File: config.mk
export PLATFORM = sky130hd
export DESIGN_NAME = smoke_fire_alarm_hysteresis_top_flat
export DESIGN_NICKNAME = d
export VERILOG_FILES = /design/src/hw/rtl/sfah_pkg.sv /design/src/hw/rtl/sfah_in_if.sv /design/src/hw/rtl/sfah_out_if.sv /design/src/hw/rtl/sfah_core.sv /design/src/hw/rtl/smoke_fire_alarm_hysteresis_top.sv /design/src/flat_wrapper.sv
export VERILOG_INCLUDE_DIRS = /design/src /design/src/hw/rtl
export SDC_FILE = /design/constraint.sdc
export NUM_CORES = 1
export LEC_CHECK = 0
export BUFFER_PORTS_ARGS = -buffer_cell sky130_fd_sc_hd__buf_4
export CORE_UTILIZATION = 35
export CTS_BUF_LIST = sky130_fd_sc_hd__clkbuf_2
export DETAILED_ROUTE_END_ITERATION = 10
export PLACE_DENSITY = 0.57
export SLEW_MARGIN = 20
export SYNTH_ARGS = -nofsm -noshare
export SYNTH_HDL_FRONTEND = slang
export SYNTH_HIERARCHICAL = 1
export SYNTH_SLANG_ARGS = --single-unit
File: constraint.sdc
create_clock -name clk -period 5.85 [get_ports clk]
set_clock_uncertainty 0.05 [all_clocks]
set_input_delay 0.2925 -clock clk [delete_from_list [all_inputs] [get_ports clk]]
set_output_delay 0.2925 -clock clk [all_outputs]
set_load 0.01 [all_outputs]
File: src/hw/rtl/smoke_fire_alarm_hysteresis_top_macros.svh
// Assertion macros shared by the alarm RTL.
// Each macro expects signals named clk and rst in the scope where it is used.
`ifndef SMOKE_FIRE_ALARM_HYSTERESIS_TOP_MACROS_SVH
`define SMOKE_FIRE_ALARM_HYSTERESIS_TOP_MACROS_SVH

// Condition must hold at every clock edge outside reset.
`define SFAH_ASSERT_HOLDS(name, expr) \
  name: assert property (@(posedge clk) disable iff (rst) (expr)) \
    else $error("alarm invariant violated");

// Consequent must hold in the cycle after the antecedent.
`define SFAH_ASSERT_NEXT(name, ante, cons) \
  name: assert property (@(posedge clk) disable iff (rst) (ante) |=> (cons)) \
    else $error("alarm sequencing violated");

`endif

File: src/hw/rtl/sfah_pkg.sv
// Shared types and constants for the smoke/fire alarm with hysteresis.
// No dependencies; used by the channel interfaces, sfah_core and the top level.
package sfah_pkg;

  localparam int CMD_W   = 3;
  localparam int LEVEL_W = 8;
  localparam int THR_W   = 7;

  localparam logic [THR_W-1:0] LOW_RESET  = 7'd50;
  localparam logic [THR_W-1:0] HIGH_RESET = 7'd60;
  localparam logic [THR_W-1:0] HIGH_MAX   = 7'd100;
  localparam logic [THR_W-1:0] LOW_MAX    = 7'd99;
  localparam logic [THR_W-1:0] HIGH_MIN   = 7'd1;

  typedef enum logic [CMD_W-1:0] {
    CMD_NONE   = 3'd0,
    CMD_RAISE  = 3'd1,
    CMD_LOWER  = 3'd2,
    CMD_MUTE   = 3'd3,
    CMD_SELECT = 3'd4
  } cmd_t;

  typedef struct packed {
    logic [THR_W-1:0] lower;
    logic [THR_W-1:0] upper;
    logic             select_upper;
    logic             mute;
    logic             relay;
    logic             buzzer;
  } alarm_state_t;

endpackage

File: src/hw/rtl/sfah_in_if.sv
// Input channel: command, smoke reading and flame flag with valid/ready.
// Depends on sfah_pkg for field widths.
interface sfah_in_if;
  logic                              valid;
  logic                              ready;
  logic [sfah_pkg::CMD_W-1:0]        cmd;
  logic [sfah_pkg::LEVEL_W-1:0]      smoke_level;
  logic                              fire_detected;

  modport source (output valid, cmd, smoke_level, fire_detected, input ready);
  modport sink   (input valid, cmd, smoke_level, fire_detected, output ready);
endinterface

File: src/hw/rtl/sfah_out_if.sv
// Result channel: alarm drives, thresholds and mode flags with valid/ready.
// Depends on sfah_pkg for field widths.
interface sfah_out_if;
  logic                         valid;
  logic                         ready;
  logic                         relay_on;
  logic                         buzzer_on;
  logic [sfah_pkg::THR_W-1:0]   low_level;
  logic [sfah_pkg::THR_W-1:0]   high_level;
  logic                         editing_high;
  logic                         silenced;

  modport source (output valid, relay_on, buzzer_on, low_level, high_level,
                  editing_high, silenced, input ready);
  modport sink   (input valid, relay_on, buzzer_on, low_level, high_level,
                  editing_high, silenced, output ready);
endinterface

File: src/hw/rtl/sfah_core.sv
// Next-state logic of the alarm: command decode, threshold adjust, hysteresis.
// Pure combinational; depends on sfah_pkg.
module sfah_core (
  input  sfah_pkg::alarm_state_t          cur,
  input  logic [sfah_pkg::CMD_W-1:0]      cmd,
  input  logic [sfah_pkg::LEVEL_W-1:0]    smoke_level,
  input  logic                            fire_detected,
  output sfah_pkg::alarm_state_t          nxt
);

  localparam int TW = sfah_pkg::THR_W + 1;

  sfah_pkg::alarm_state_t      cmd_st;
  logic [TW-1:0]               lw;
  logic [TW-1:0]               uw;
  logic [TW-1:0]               t;
  logic [TW-1:0]               t2;
  logic                        trip;

  assign lw = {1'b0, cur.lower};
  assign uw = {1'b0, cur.upper};

  always_comb begin
    cmd_st = cur;
    t      = '0;
    t2     = '0;
    case (sfah_pkg::cmd_t'(cmd))
      sfah_pkg::CMD_RAISE: begin
        if (cur.select_upper) begin
          t = uw + TW'(1);
          cmd_st.upper = (t > {1'b0, sfah_pkg::HIGH_MAX}) ? sfah_pkg::HIGH_MAX
                                                         : t[TW-2:0];
        end else begin
          t = lw + TW'(1);
          if (t >= uw) begin
            t2 = t + TW'(1);
            cmd_st.upper = (t2 > {1'b0, sfah_pkg::HIGH_MAX}) ? sfah_pkg::HIGH_MAX
                                                            : t2[TW-2:0];
          end
          cmd_st.lower = (t > {1'b0, sfah_pkg::LOW_MAX}) ? sfah_pkg::LOW_MAX
                                                        : t[TW-2:0];
        end
      end
      sfah_pkg::CMD_LOWER: begin
        if (cur.select_upper) begin
          if (cur.upper == '0) begin
            cmd_st.lower = '0;
            cmd_st.upper = sfah_pkg::HIGH_MIN;
          end else begin
            t = uw - TW'(1);
            // push lower down so it stays below upper
            if (lw >= t) begin
              cmd_st.lower = (t == '0) ? '0 : t[TW-2:0] - sfah_pkg::THR_W'(1);
            end
            cmd_st.upper = (t == '0) ? sfah_pkg::HIGH_MIN : t[TW-2:0];
          end
        end else begin
          cmd_st.lower = (cur.lower == '0) ? '0 : cur.lower - sfah_pkg::THR_W'(1);
        end
      end
      sfah_pkg::CMD_MUTE: begin
        cmd_st.buzzer = 1'b0;
        cmd_st.mute   = ~cur.mute;
      end
      sfah_pkg::CMD_SELECT: begin
        cmd_st.select_upper = ~cur.select_upper;
      end
      default: begin
      end
    endcase
  end

  assign trip = (smoke_level >= {1'b0, cmd_st.upper}) || fire_detected;

  always_comb begin
    nxt = cmd_st;
    if (trip) begin
      nxt.relay = 1'b1;
      if (!cmd_st.mute) begin
        nxt.buzzer = 1'b1;
      end
    end else if (smoke_level < {1'b0, cmd_st.lower}) begin
      nxt.relay  = 1'b0;
      nxt.buzzer = 1'b0;
    end
  end

endmodule

File: src/hw/rtl/smoke_fire_alarm_hysteresis_top.sv
// Top level of the smoke/fire alarm with hysteresis: input register, state, result register.
// Depends on sfah_pkg, sfah_in_if, sfah_out_if, sfah_core and the assertion macros header.
//
//  channel  | dir | payload
//  ---------+-----+--------------------------------------------------------------
//  sample   | in  | cmd[2:0], smoke_level[7:0], fire_detected
//  status   | out | relay_on, buzzer_on, low_level[6:0], high_level[6:0],
//           |     | editing_high, silenced
//
// One transaction per cycle sustained while status is ready; a result is offered once its input
// transaction has passed the input register and then the result register.
// The state update is a single pass through sfah_core, so throughput is set by it.
// rst clears valid flags and loads thresholds 50/60, selection low, unmuted, outputs off.
// A stall on status holds the result register and the input register, and sample.ready
// drops only while both are full.
`include "smoke_fire_alarm_hysteresis_top_macros.svh"

module smoke_fire_alarm_hysteresis_top (
  input  logic        clk,
  input  logic        rst,
  sfah_in_if.sink     sample,
  sfah_out_if.source  status
);

  logic                              in_valid;
  logic [sfah_pkg::CMD_W-1:0]        in_cmd;
  logic [sfah_pkg::LEVEL_W-1:0]      in_level;
  logic                              in_fire;

  sfah_pkg::alarm_state_t            state;
  sfah_pkg::alarm_state_t            state_next;

  logic                              out_valid;
  logic                              advance;

  assign advance      = in_valid && (!out_valid || status.ready);
  assign sample.ready = !in_valid || advance;

  always_ff @(posedge clk) begin
    if (rst) begin
      in_valid <= 1'b0;
    end else if (sample.ready) begin
      in_valid <= sample.valid;
    end
  end

  // capture payload on every accepted transaction
  always_ff @(posedge clk) begin
    if (sample.valid && sample.ready) begin
      in_cmd   <= sample.cmd;
      in_level <= sample.smoke_level;
      in_fire  <= sample.fire_detected;
    end
  end

  sfah_core u_core (
    .cur           (state),
    .cmd           (in_cmd),
    .smoke_level   (in_level),
    .fire_detected (in_fire),
    .nxt           (state_next)
  );

  always_ff @(posedge clk) begin
    if (rst) begin
      state.lower        <= sfah_pkg::LOW_RESET;
      state.upper        <= sfah_pkg::HIGH_RESET;
      state.select_upper <= 1'b0;
      state.mute         <= 1'b0;
      state.relay        <= 1'b0;
      state.buzzer       <= 1'b0;
    end else if (advance) begin
      state <= state_next;
    end
  end

  always_ff @(posedge clk) begin
    if (rst) begin
      out_valid <= 1'b0;
    end else if (advance) begin
      out_valid <= 1'b1;
    end else if (status.ready) begin
      out_valid <= 1'b0;
    end
  end

  // the result register mirrors the state after each update
  assign status.valid        = out_valid;
  assign status.relay_on     = state.relay;
  assign status.buzzer_on    = state.buzzer;
  assign status.low_level    = state.lower;
  assign status.high_level   = state.upper;
  assign status.editing_high = state.select_upper;
  assign status.silenced     = state.mute;

  `SFAH_ASSERT_HOLDS(a_thr_ordered, state.lower < state.upper)
  `SFAH_ASSERT_HOLDS(a_thr_range, (state.upper <= sfah_pkg::HIGH_MAX) && (state.upper != '0))
  `SFAH_ASSERT_HOLDS(a_mute_quiet, !(state.mute && state.buzzer))
  `SFAH_ASSERT_HOLDS(a_buzz_relay, !state.buzzer || state.relay)
  `SFAH_ASSERT_NEXT(a_adv_result, advance, out_valid)

endmodule

File: src/flat_wrapper.sv
// flat-port wrapper written by rule: the top's interface ports become plain ports
module smoke_fire_alarm_hysteresis_top_flat 
  (clk, rst, sample_valid, sample_cmd, sample_smoke_level, sample_fire_detected, sample_ready, status_valid, status_relay_on, status_buzzer_on, status_low_level, status_high_level, status_editing_high, status_silenced, status_ready);
  sfah_in_if sample_i ();
  sfah_out_if status_i ();
  input  logic clk;
  input  logic rst;
  input wire logic [$bits(sample_i.valid)-1:0] sample_valid;
  input wire logic [$bits(sample_i.cmd)-1:0] sample_cmd;
  input wire logic [$bits(sample_i.smoke_level)-1:0] sample_smoke_level;
  input wire logic [$bits(sample_i.fire_detected)-1:0] sample_fire_detected;
  output wire logic [$bits(sample_i.ready)-1:0] sample_ready;
  output wire logic [$bits(status_i.valid)-1:0] status_valid;
  output wire logic [$bits(status_i.relay_on)-1:0] status_relay_on;
  output wire logic [$bits(status_i.buzzer_on)-1:0] status_buzzer_on;
  output wire logic [$bits(status_i.low_level)-1:0] status_low_level;
  output wire logic [$bits(status_i.high_level)-1:0] status_high_level;
  output wire logic [$bits(status_i.editing_high)-1:0] status_editing_high;
  output wire logic [$bits(status_i.silenced)-1:0] status_silenced;
  input wire logic [$bits(status_i.ready)-1:0] status_ready;
  assign sample_i.valid = sample_valid;
  assign sample_i.cmd = sample_cmd;
  assign sample_i.smoke_level = sample_smoke_level;
  assign sample_i.fire_detected = sample_fire_detected;
  assign sample_ready = sample_i.ready;
  assign status_valid = status_i.valid;
  assign status_relay_on = status_i.relay_on;
  assign status_buzzer_on = status_i.buzzer_on;
  assign status_low_level = status_i.low_level;
  assign status_high_level = status_i.high_level;
  assign status_editing_high = status_i.editing_high;
  assign status_silenced = status_i.silenced;
  assign status_i.ready = status_ready;
  smoke_fire_alarm_hysteresis_top u_core (.clk(clk), .rst(rst), .sample(sample_i), .status(status_i));
endmodule
## Yosys cells after proc, flatten, opt, wreduce, memory -nomap -nowiden

Cells that the tools add are included.

| storage, ports and cells | value |
|---|---|
| register bits after elaboration | 32 |
| input port bits | 16 |
| output and inout bits | 20 |
| logic and storage cells | 65 |

| operators by class | value |
|---|---|
| $add $sub $neg | 6 |
| order comparisons | 7 |
| equality and inequality tests | 4 |
| muxes and demuxes | 21 |
| bitwise logic cells | 2 |
| reduce and logical (&&, ||, !) cells | 14 |

Operators by type and width:

| kind | number |
|---|---|
| $mux 7 | 12 |
| $pmux 14 s2 | 1 |
| $gt 8x7->1 const B | 3 |
| $add 7x1->8 const B | 2 |
| $ge 8x7->1 | 2 |
| $logic_not 7->1 | 2 |
| $mux 14 | 1 |
| $sub 7x1->7 const B | 2 |
| $add 8x1->8 const B | 1 |
| $ge 7x8->1 | 1 |
| $logic_not 8->1 | 1 |
| $lt 8x7->1 | 1 |
| $sub 7x1->8 const B | 1 |
| $eq 3x2->1 const B | 2 |
| $mux 1 | 5 |
| $mux 2 | 2 |
| $reduce_and 2->1 | 2 |
| $reduce_bool 2->1 | 2 |
| $eq 3x1->1 const B | 1 |
| $eq 3x3->1 const B | 1 |
| $logic_or 1x1->1 | 3 |
| $logic_and 1x1->1 | 2 |
| $logic_not 1->1 | 2 |
| $not 1->1 | 2 |

## Depth between registers and ports, before layout

Gate-level depths: netlist of run 1.

| depth | value |
|---|---|
| word-level depth | 11 |
| depth in mapped cells | 23 |
| mapped depth without buffers | 22 |

## Modules after synthesis

Netlist of run 1, hierarchy kept.

Modules (own cells, without submodules):

| module | times used | cells each | area an instance (µm²) | seq. area each (µm²) |
|---|---|---|---|---|
| sfah_core | 1 | 402 | 2716.4 | 0.0 |
| smoke_fire_alarm_hysteresis_top | 1 | 100 | 1218.7 | 760.7 |

## Worst setup path before layout of run 1

No wires, ideal clock.

| timing path | value |
|---|---|
| path type | register to register |
| start | register u_core.state, in the netlist u_core/status.high_level[0] |
| end | register u_core.state, in the netlist u_core/status.buzzer_on |
| library setup time | 0.072 ns |
| arrival | 4.565 ns |
| data required time | 5.728 ns |
| slack | 1.164 ns |
| cell stages (with the launch flop) | 22 |
| path buffers | 1 |
| clock period less this slack | 4.686 ns |
| cells stage by stage | dfxtp_1 -> clkbuf_1 -> inv_1 -> ha_1 -> nor3b_1 -> and3_1 -> xnor2_1 -> inv_1 -> ha_1 -> and4_1 -> a221oi_1 -> a22oi_1 -> a211o_1 -> and4_1 -> ha_1 -> and4b_1 -> o2111ai_1 -> o2111ai_1 -> a21oi_1 -> a21oi_1 -> nand2b_1 -> mux2i_1 |

RTL lines:

| item | line | text |
|---|---|---|
| start: declaration | smoke_fire_alarm_hysteresis_top.sv:30 | `sfah_pkg::alarm_state_t state;` |
| start signal: assignment | smoke_fire_alarm_hysteresis_top.sv:73 | `state <= state_next;` |

==> results of run 1 <==
-- state kept, by name, indices dropped and copies added (netlist names) --
name and cells:
u_core/in_level 8, u_core/in_cmd 3, u_core/status.editing_high 1, u_core/in_valid 1, u_core/status.relay_on 1, u_core/status.silenced 1
u_core/status.buzzer_on 1, u_core/in_fire 1, u_core/status.low_level 7, u_core/status.high_level 7, u_core/status.valid 1
-- cells by family (layout without fill, tap and decap cells) --
family                   count (synthesis)  after routing
XOR/XNOR                                25             25
AND/OR/NAND/NOR                        216            216
adder cells (fa/ha/maj)                 40             40
flip-flops                              32             32
AO/OA/AOI/OAI                          119            119
buffers and inverters                   50             88
multiplexers                            20             20
-- stage by stage --
stage	total power, µW	cell area, µm²
2_1_floorplan	377	3940
3_3_place_gp	427	4260
3_5_place_dp	429	4260
4_1_cts	547	4300
5_1_grt	589	4430
6_report	551	4430
-- layer usage --
metal / vias to the layer above / part of all wire, %
met3: 31 / 8.0
met2: 196 / 47
met5: - / 0
li1: 1902 / -
met4: 0 / 2.3
met1: 1915 / 43
-- cell type report --
class	instances	area [µm²]
fillers	1119	6460
flip-flops and latches	32	761
inverters	20	75.1
clock inverters	1	5.00
clock buffers	7	35.0
multi-input cells	420	2900
repair buffers	60	480
well taps	140	175
-- critical path, cell delays in order (launching register included) --
cell	delay, ns
dfxtp_1	0.65
ha_2	0.45
nand3_1	0.24
o21ai_0	0.32
nand2_1	0.17
ha_1	0.32
nand2_1	0.06
o21ai_0	0.17
a21oi_1	0.12
nand2_1	0.24
nand2_1	0.14
o32a_1	0.34
a221oi_1	0.53
ha_1	0.35
and3_1	0.19
a21oi_1	0.32
o2111ai_1	0.17
a21oi_1	0.23
a21oi_1	0.07
nand2b_1	0.07
mux2i_1	0.06
-- power by group through the flow --
stage	Sequential, µW	Combinational [µW]	Clock, µW
3_5_place_dp	258	171	0
6_report	253	182	116
4_1_cts	253	172	122
3_3_place_gp	258	169	0
2_1_floorplan	256	122	0
5_1_grt	255	200	134
-- what timing repair did --
action	in CTS	in global routing
hold buffers	0	12
endpoints found under the hold margin	0	12
gates resized for setup	0	1
setup endpoints to repair	0	2
-- path summary, 6_finish.rpt --
kind / startpoint / end / slack, ns / cells after the start
setup / recovery: u_core/status.low_level[0]$_SDFFE_PP0P_ / u_core/status.buzzer_on$_SDFFE_PP0P_ / 0.49 / 20
hold / removal: sample_valid / u_core/in_valid$_SDFFE_PP0P_ / 0.12 / 3
setup reg to reg: u_core/status.low_level[0]$_SDFFE_PP0P_ / u_core/status.buzzer_on$_SDFFE_PP0P_ / 0.49 / 20
hold reg to reg: u_core/status.relay_on$_SDFFE_PP0P_ / u_core/status.relay_on$_SDFFE_PP0P_ / 0.47 / 2
-- cells in the final DEF, fill, tap and decap left out, types with 7 or more instances in the layout --
master         Yosys  routed
dlygate4sd3_1      0      12
ha_1              40      39
o21ai_0           21      21
nor2_1            43      43
buf_4              1      48
nand2_1           44      44
nor4_1             7       7
and3_1            12      12
xnor2_1           20      20
nand3_1           25      25
and2_1             8       8
inv_1             19      19
nor3_1            10      10
dfxtp_1           20      20
clkbuf_2           0       7
mux2i_1           20      20
a21oi_1           32      31
edfxtp_1          12      12
nand2b_1          24      24
nor2b_1            7       7
==> flow_summary.ini, run 1 <==
[cts]
clkTransAtPathRegs_ns = 0.18
cts_buffers = 5
cts_tree = yes
clockBufferDepth = 2
cts_max_level = 2
clock-sinks = 32
cts_setup_buffers = 0
clkLatencyLatePin_ns = 0.39
cts_root_buf = clkbuf_2

[finish]
n_antenna_cell = 0
syn_to_final_growth_pct = 12.5
drive_gt1_share_pct = 14.1
nets = 595
post-route-util_pct = 40.7
layoutNonFillerInstCount = 680

[yosys]
postSynthCellCount = 502
yosysSeqAreaShare_pct = 19.3
synthesis.nets = 558
synth_compound_area_share_pct = 20.7
ys_types = 77
synthMuxAreaShare_pct = 5.09
synthTopCellsByArea = ha_1 13%, dfxtp_1 10%, edfxtp_1 9.2%, mux2i_1 5.1%, xnor2_1 4.5%
async_flop_share_pct = 0
synth.avg_cell_area_um2 = 7.84
synth_edf_count = 12
synth_top_cell_area_share_pct = 12.7
yosysMostFrequentCell = nand2_1
synth_top_cell_by_area = ha_1
synth_warnings = 6
synth_common_cells = 44 x nand2_1, 43 x nor2_1, 40 x ha_1
synth-main-ff-cell = dfxtp_1
synth-xor-area-share_pct = 5.56
synth_area_um2 = 3940
synth_fa_ha_area_share_pct = 12.7
yosys.area_share.simple_pct = 29.3
synth-seq-cells = 32
synth_top_family_by_area = simple AND/OR/NAND/NOR gates

[critical_path]
cp-end-kind = flip-flop
critPathLaunchType = flip-flop
cp_max_fo = 14
cp.required_ns = 6.09
worst-setup-path-type = flip-flop to flip-flop
arrival_ns = 5.60

[place]
place_ws_ns = 0.497
dp_cells = 660
dpl.hpwl_um = 9350
io_buffers = 35
gp_congestion = 0.996

[sta]
finalCritPeriodShare_pct = 91.6
fmax_mhz = 187
worstMarginPinSlew_ns = 0.773
hold_slack_ns = 0.118
max_slew_margin_pct = 47.8
setup_tns_ns = 0
period_minus_slack_ns = 5.36
setup-violations-final = 0
hold_viol_final = 0
finalMaxSlewViolations = 0
rsz0062_at_grt = false
setup_slack_ns = 0.489

[routing]
vias = 4044
post_drt_wl_per_cell_um = 18.4
routed_wl_um = 12500
drt_pass1_iterations = 7
viasPerCell = 5.95
ant_nets = 0
drc_errors = 0
drtIter0Drc = 390

[global_route]
grt_pass1_wl_um = 19700
grt-busiest-layer = met2
overflow = 0
grt_pass1_vias = 3699
grt_max_degree = 39
grt_usage_pct = 21.8
use_met2_pct = 36.0
met1_usage_pct = 28.8
grt_antenna_before_repair = 0
grt_use_met3_pct = 3.38

[power_and_ir_drop]
switchingPower_uw = 199
vdd_drop_max_mv = 0.108
seq_power_share_pct = 46.0
intPower_uw = 352
p_clk_share_pct = 21.0
pwr-share-comb_pct = 33.0
p_sw_share_pct = 36.1
p_leak_uw = 0.00184
power_density_nw_per_um2 = 124

[floorplan]
die-area_um2 = 11700
dieHeight_um = 108
initial_core_util_pct = 36.1
row_count = 38
coreArea_um2 = 10900
die_x_um = 108
io_pins = 36

[worst_hold_path]
hold_path.class = input pin to flip-flop

[run_status]
status = finished clean

[run]
maxCapViolations = 0
No activity file was read; power rests on OpenSTA's default activity.
==> run 2, diff against run 1 <==
CORE_ASPECT_RATIO = 1.2   (was default)
PLACE_DENSITY = default   (was 0.57)
TNS_END_PERCENT = 1   (was default)
==> run 2 against run 1 <==
Against the previous run: the flow now finishes with violations (DRC); maximum frequency grew 2.1%; non-clock buffer count unchanged; first-iteration DRC count shrank 2.6%; design area fell by 0.31%; critical endpoint unchanged; largest cell class unchanged.
==> flow_summary.ini, run 2 (synthesis results as in run 1) <==
[sta]
setup-violations-final = 0
worstMarginPinSlew_ns = 0.838
finalCritPeriodShare_pct = 89.8
period_minus_slack_ns = 5.25
setup_tns_ns = 0
rsz0062_at_grt = false
finalMaxSlewViolations = 0
fmax_mhz = 190
hold_viol_final = 0
max_slew_margin_pct = 43.4

[critical_path]
arrival_ns = 5.48
cp-end-kind = flip-flop
cp.required_ns = 6.08
worst-setup-path-type = flip-flop to flip-flop
regToRegStartpoint = u_core/status.low_level[1]$_SDFFE_PP1P_
crit_path_start = u_core/status.low_level[1]$_SDFFE_PP1P_
critPathLaunchType = flip-flop
cp_max_fo = 17

[finish]
nFillCells = 1124
mostFrequentLayoutCell = buf_4
n_antenna_cell = 0
largest_register = u_core/in_level
post-route-util_pct = 40.2
syn_to_final_growth_pct = 12.1
largest_reg_flops = 8
final_cell_mix = 48 x buf_4, 44 x nand2_1, 43 x nor2_1, 40 x ha_1, 31 x a21oi_1
nets = 595
drive_gt1_share_pct = 13.9

[global_route]
grt_antenna_before_repair = 0
overflow = 0
grt_pass1_vias = 3829
grt_usage_pct = 21.5
grt_max_degree = 39
grt_pass1_wl_um = 19700

[routing]
drt_pass1_iterations = 8
ant_nets = 0
drtIter0Drc = 380
viasPerCell = 5.97
vias = 4009
routed_wl_um = 12400
drc_errors = 1
post_drt_wl_per_cell_um = 18.4

[run_status]
violations = DRC
status = finished with violations

[power_and_ir_drop]
p_leak_uw = 0.00184
seq_power_share_pct = 47.0
p_clk_share_pct = 20.1
switchingPower_uw = 194
p_sw_share_pct = 36.0
vdd_drop_max_mv = 0.117
pwr-share-comb_pct = 32.9
intPower_uw = 346
power_density_nw_per_um2 = 122

[cts]
clock-sinks = 32
cts_buffers = 5
cts_max_level = 2
cts_setup_buffers = 0
cts_tree = yes
clockBufferDepth = 2
clkLatencyLatePin_ns = 0.41
clkTransAtPathRegs_ns = 0.19
cts_root_buf = clkbuf_2

[place]
gp_congestion = 0.984
dpl.hpwl_um = 9510
io_buffers = 35

[floorplan]
die_x_um = 98.8
dieHeight_um = 118
io_pins = 36
row_count = 42
coreArea_um2 = 11000
initial_core_util_pct = 35.8
die-area_um2 = 11700

[worst_hold_path]
hold_path.class = input pin to flip-flop
hp-start = sample_valid

[run]
maxCapViolations = 0
==> run 2: changes by cell type in the layout (fill, tap and decap cells not counted) <==
| cell | change |
|---|---|
| ha_2 | -1 |
| clkinv_2 | +1 |
| inv_2 | +1 |
| clkbuf_2 | -2 |
| ha_1 | +1 |
==> run 2: path summary, 6_finish.rpt <==
check	slack [ns]	cells after the start	endpoint
max	0.60	21	u_core/status.buzzer_on$_SDFFE_PP0P_
min	0.08	3	u_core/in_valid$_SDFFE_PP0P_
max reg2reg	0.60	21	u_core/status.buzzer_on$_SDFFE_PP0P_
min reg2reg	0.47	2	u_core/status.buzzer_on$_SDFFE_PP0P_
==> run 2: stage by stage <==
step / power [µW] / area [µm²] / worst slack, ns / std cells / hold slack (ns)
4_1_cts: 540 / 4360 / 0.688 / 667 / 0.000182
6_report: 540 / 4410 / 0.598 / 672 / 0.0809
3_3_place_gp: 423 / 4250 / 0.950 / 652 / 0.421
2_1_floorplan: 377 / 3940 / 1.16 / 502 / 0.341
3_5_place_dp: 427 / 4250 / 0.760 / 652 / 0.422
5_1_grt: 578 / 4410 / 0.0456 / 672 / 0.0671
==> run 2: power by group through the flow <==
stage / logic [µW] / clock network, µW / registers (µW)
after floorplan: 122 / 0 / 256
after global placement: 164 / 0 / 258
after detailed placement: 168 / 0 / 259
after CTS: 172 / 113 / 254
after global routing: 196 / 127 / 256
final: 178 / 109 / 254
==> run 2: repair_timing <==
action | CTS | global route
hold buffers | 7 | 5
resized for setup | 0 | 0
endpoints found under the hold margin | 7 | 5
==> run 2: critical path, cell delays in order, from the launching register on <==
cell and delay, ns:
dfxtp_1 0.70, ha_1 0.56, nand3_1 0.22, o21ai_0 0.34, nand2_1 0.16, ha_1 0.32, a21oi_1 0.13, o21ai_0 0.09
a21oi_1 0.26, nand2_1 0.20, nand2_1 0.12, nor3_1 0.07, o21a_1 0.22, ha_1 0.31, a2111oi_0 0.40, nand2_1 0.10
a21oi_1 0.30, o2111ai_1 0.16, a21oi_1 0.19, a21oi_1 0.06, nand2b_1 0.08, mux2i_1 0.07
==> run 2: layer usage <==
layer  vias up  global-route usage [%]  routed length, µm
met5         -                       0                  0
met4         0                    10.5                506
met3        33                    2.54                577
met2       159                    37.7               6130
met1      1895                    25.7               5170
li1       1922                       -                  -
==> run 2: cell type report <==
type / instances / area (µm²) / share of cell area, %
inverter: 20 / 75.1 / 1.70
clock buffer: 5 / 25.0 / 0.567
clock inverter: 3 / 13.8 / 0.312
multi-input combinational: 420 / 2890 / 65.6
sequential: 32 / 761 / 17.2
tap: 132 / 165 / 3.74
timing repair buffer: 60 / 480 / 10.9
==> run 3, diff against run 2 <==
CORE_ASPECT_RATIO = 1.5   (was 1.2)
==> run 3 against run 2 <==
Against the previous run: first-iteration DRC count shrank 9.2%; non-clock buffer count down 2; routed wire length up 4.6%; worst setup slack gained 0.0085 ns; the run now ends clean; die area is essentially flat; core utilization is 0.27 points higher.
==> flow_summary.ini, run 3 (synthesis results as in run 1) <==
[floorplan]
row_count = 47
io_pins = 36
die_x_um = 88.6
dieHeight_um = 132
die-area_um2 = 11700
initial_core_util_pct = 35.8
coreArea_um2 = 11000

[cts]
cts_resized = 0
cts_buffers = 5
cts_root_buf = clkbuf_2
cts_setup_buffers = 0
clockBufferDepth = 2
clkLatencyLatePin_ns = 0.43
cts_tree = yes
cts_max_level = 2
clock-sinks = 32
clkTransAtPathRegs_ns = 0.21

[sta]
setup-violations-final = 0
hold_viol_final = 0
finalCritPeriodShare_pct = 89.6
period_minus_slack_ns = 5.24
rsz0062_at_grt = false
max_slew_margin_pct = 44.8
hold_slack_ns = 0.0785
finalMaxSlewViolations = 0
fmax_mhz = 191
setup_tns_ns = 0
worstMarginPinSlew_ns = 0.827

[place]
gp_congestion = 0.949
dpl.hpwl_um = 9750
io_buffers = 35

[finish]
largest_register = u_core/in_level
syn_to_final_growth_pct = 13.0
largest_reg_flops = 8
mostFrequentLayoutCell = buf_4
nets = 593
drive_gt1_share_pct = 13.6
final_cell_mix = 46 x buf_4, 44 x nand2_1, 43 x nor2_1, 40 x ha_1, 31 x a21oi_1

[critical_path]
cp_slowest_stage_delay_ns = 0.59
slowest_stage = a22oi_1
critPathLaunchType = flip-flop
worst-setup-path-type = flip-flop to flip-flop
arrival_ns = 5.55
worstPathCellList = inv_1, ha_1, nor3b_1, and3_1, xnor2_1, inv_1, ha_1, and4_1, a221oi_1, a22oi_1, and3_2, a21oi_1, o31a_1, ha_1, and4b_1, o2111ai_1, o2111ai_1, a21oi_1, a21oi_1, nand2b_1, mux2i_1
cp-end-kind = flip-flop
r2r_cells = 21
cp_max_fo = 8
cp.required_ns = 6.16

[worst_hold_path]
hold_path.class = input pin to flip-flop
min_path_cells = 3

[power_and_ir_drop]
vdd_drop_max_mv = 0.121
power_density_nw_per_um2 = 134
p_leak_uw = 0.00184

[global_route]
grt_pass1_wl_um = 20300
overflow = 0
grt_pass1_vias = 3835
grt_usage_pct = 22.7
grt_antenna_before_repair = 1
grt_max_degree = 39

[routing]
drtIter0Drc = 345
vias = 4009
drc_errors = 0
ant_nets = 0
viasPerCell = 5.84
routed_wl_um = 13000
post_drt_wl_per_cell_um = 18.9
drt_pass1_iterations = 5

[run]
maxCapViolations = 0

[run_status]
status = finished clean
-- run 3: cell types whose count changed in the layout (fill, tap and decap cells not counted), sizes merged --
cell,change
clkinvlp,+1
diode,+1
buf,-2
bufinv,+1
clkinv,-1
inv,-1
-- run 3: repair_timing --
item,CTS,global route
endpoints found under the setup margin,0,0
endpoints found under the hold margin,12,0
hold buffers,12,0
-- run 3: path summary, 6_finish.rpt --
check                                                start                                   end  slack (ns)
setup / recovery  u_core/status.high_level[1]$_SDFFE_PP0P_   u_core/status.relay_on$_SDFFE_PP0P_        0.61
hold / removal                                sample_valid          u_core/in_valid$_SDFFE_PP0P_        0.08
setup reg to reg  u_core/status.high_level[1]$_SDFFE_PP0P_   u_core/status.relay_on$_SDFFE_PP0P_        0.61
hold reg to reg       u_core/status.buzzer_on$_SDFFE_PP0P_  u_core/status.buzzer_on$_SDFFE_PP0P_        0.46
-- run 3: worst max-delay path: cells and delay by family, from the launching register on --
family	cells	cell delay, ns
AO/OA/AOI/OAI	8	1.69
adder cells (fa/ha/maj)	3	0.90
buffers and inverters	2	0.31
XOR/XNOR	1	0.34
AND/OR/NAND/NOR	6	1.22
multiplexers	1	0.14
flip-flops	1	0.54
-- run 3: through the flow --
step                instances  utilization (%)  worst slack (ns)  power [µW]  area [µm²]
detailed placement        665             38.7             0.729         428        4250
CTS                       685             40.4             0.676         601        4440
global route              686             40.4             0.181         626        4450
floorplan                 502                -              1.16         377        3940
global placement          665             38.7             0.794         426        4250
finish                    686             40.4             0.607         596        4450
-- run 3: layer usage --
| layer | routed length [µm] | GRT usage, % | up-vias |
|---|---|---|---|
| met5 | 0 | 0 | - |
| met4 | 540 | 11.5 | 0 |
| met2 | 6680 | 39.1 | 118 |
| li1 | - | - | 1909 |
| met3 | 384 | 2.25 | 34 |
| met1 | 5350 | 27.4 | 1948 |
-- run 3: final cells by class --
type,instances,area (µm²)
Antenna cell,1,2.50
Clock buffer,5,25.0
Clock inverter,3,42.5
Fill cell,1150,6550
Inverter,20,75.1
Multi-Input combinational cell,420,2890
Sequential cell,32,761
Tap cell,147,184
Timing Repair Buffer,58,465
-- run 3: where the power goes --
group	internal [µW]	leakage [µW]	switching (µW)
sequential	242	0.000280	12.5
combinational	76.6	0.00152	102
clock	71.3	0.0000390	91.9
total	390	0.00184	206
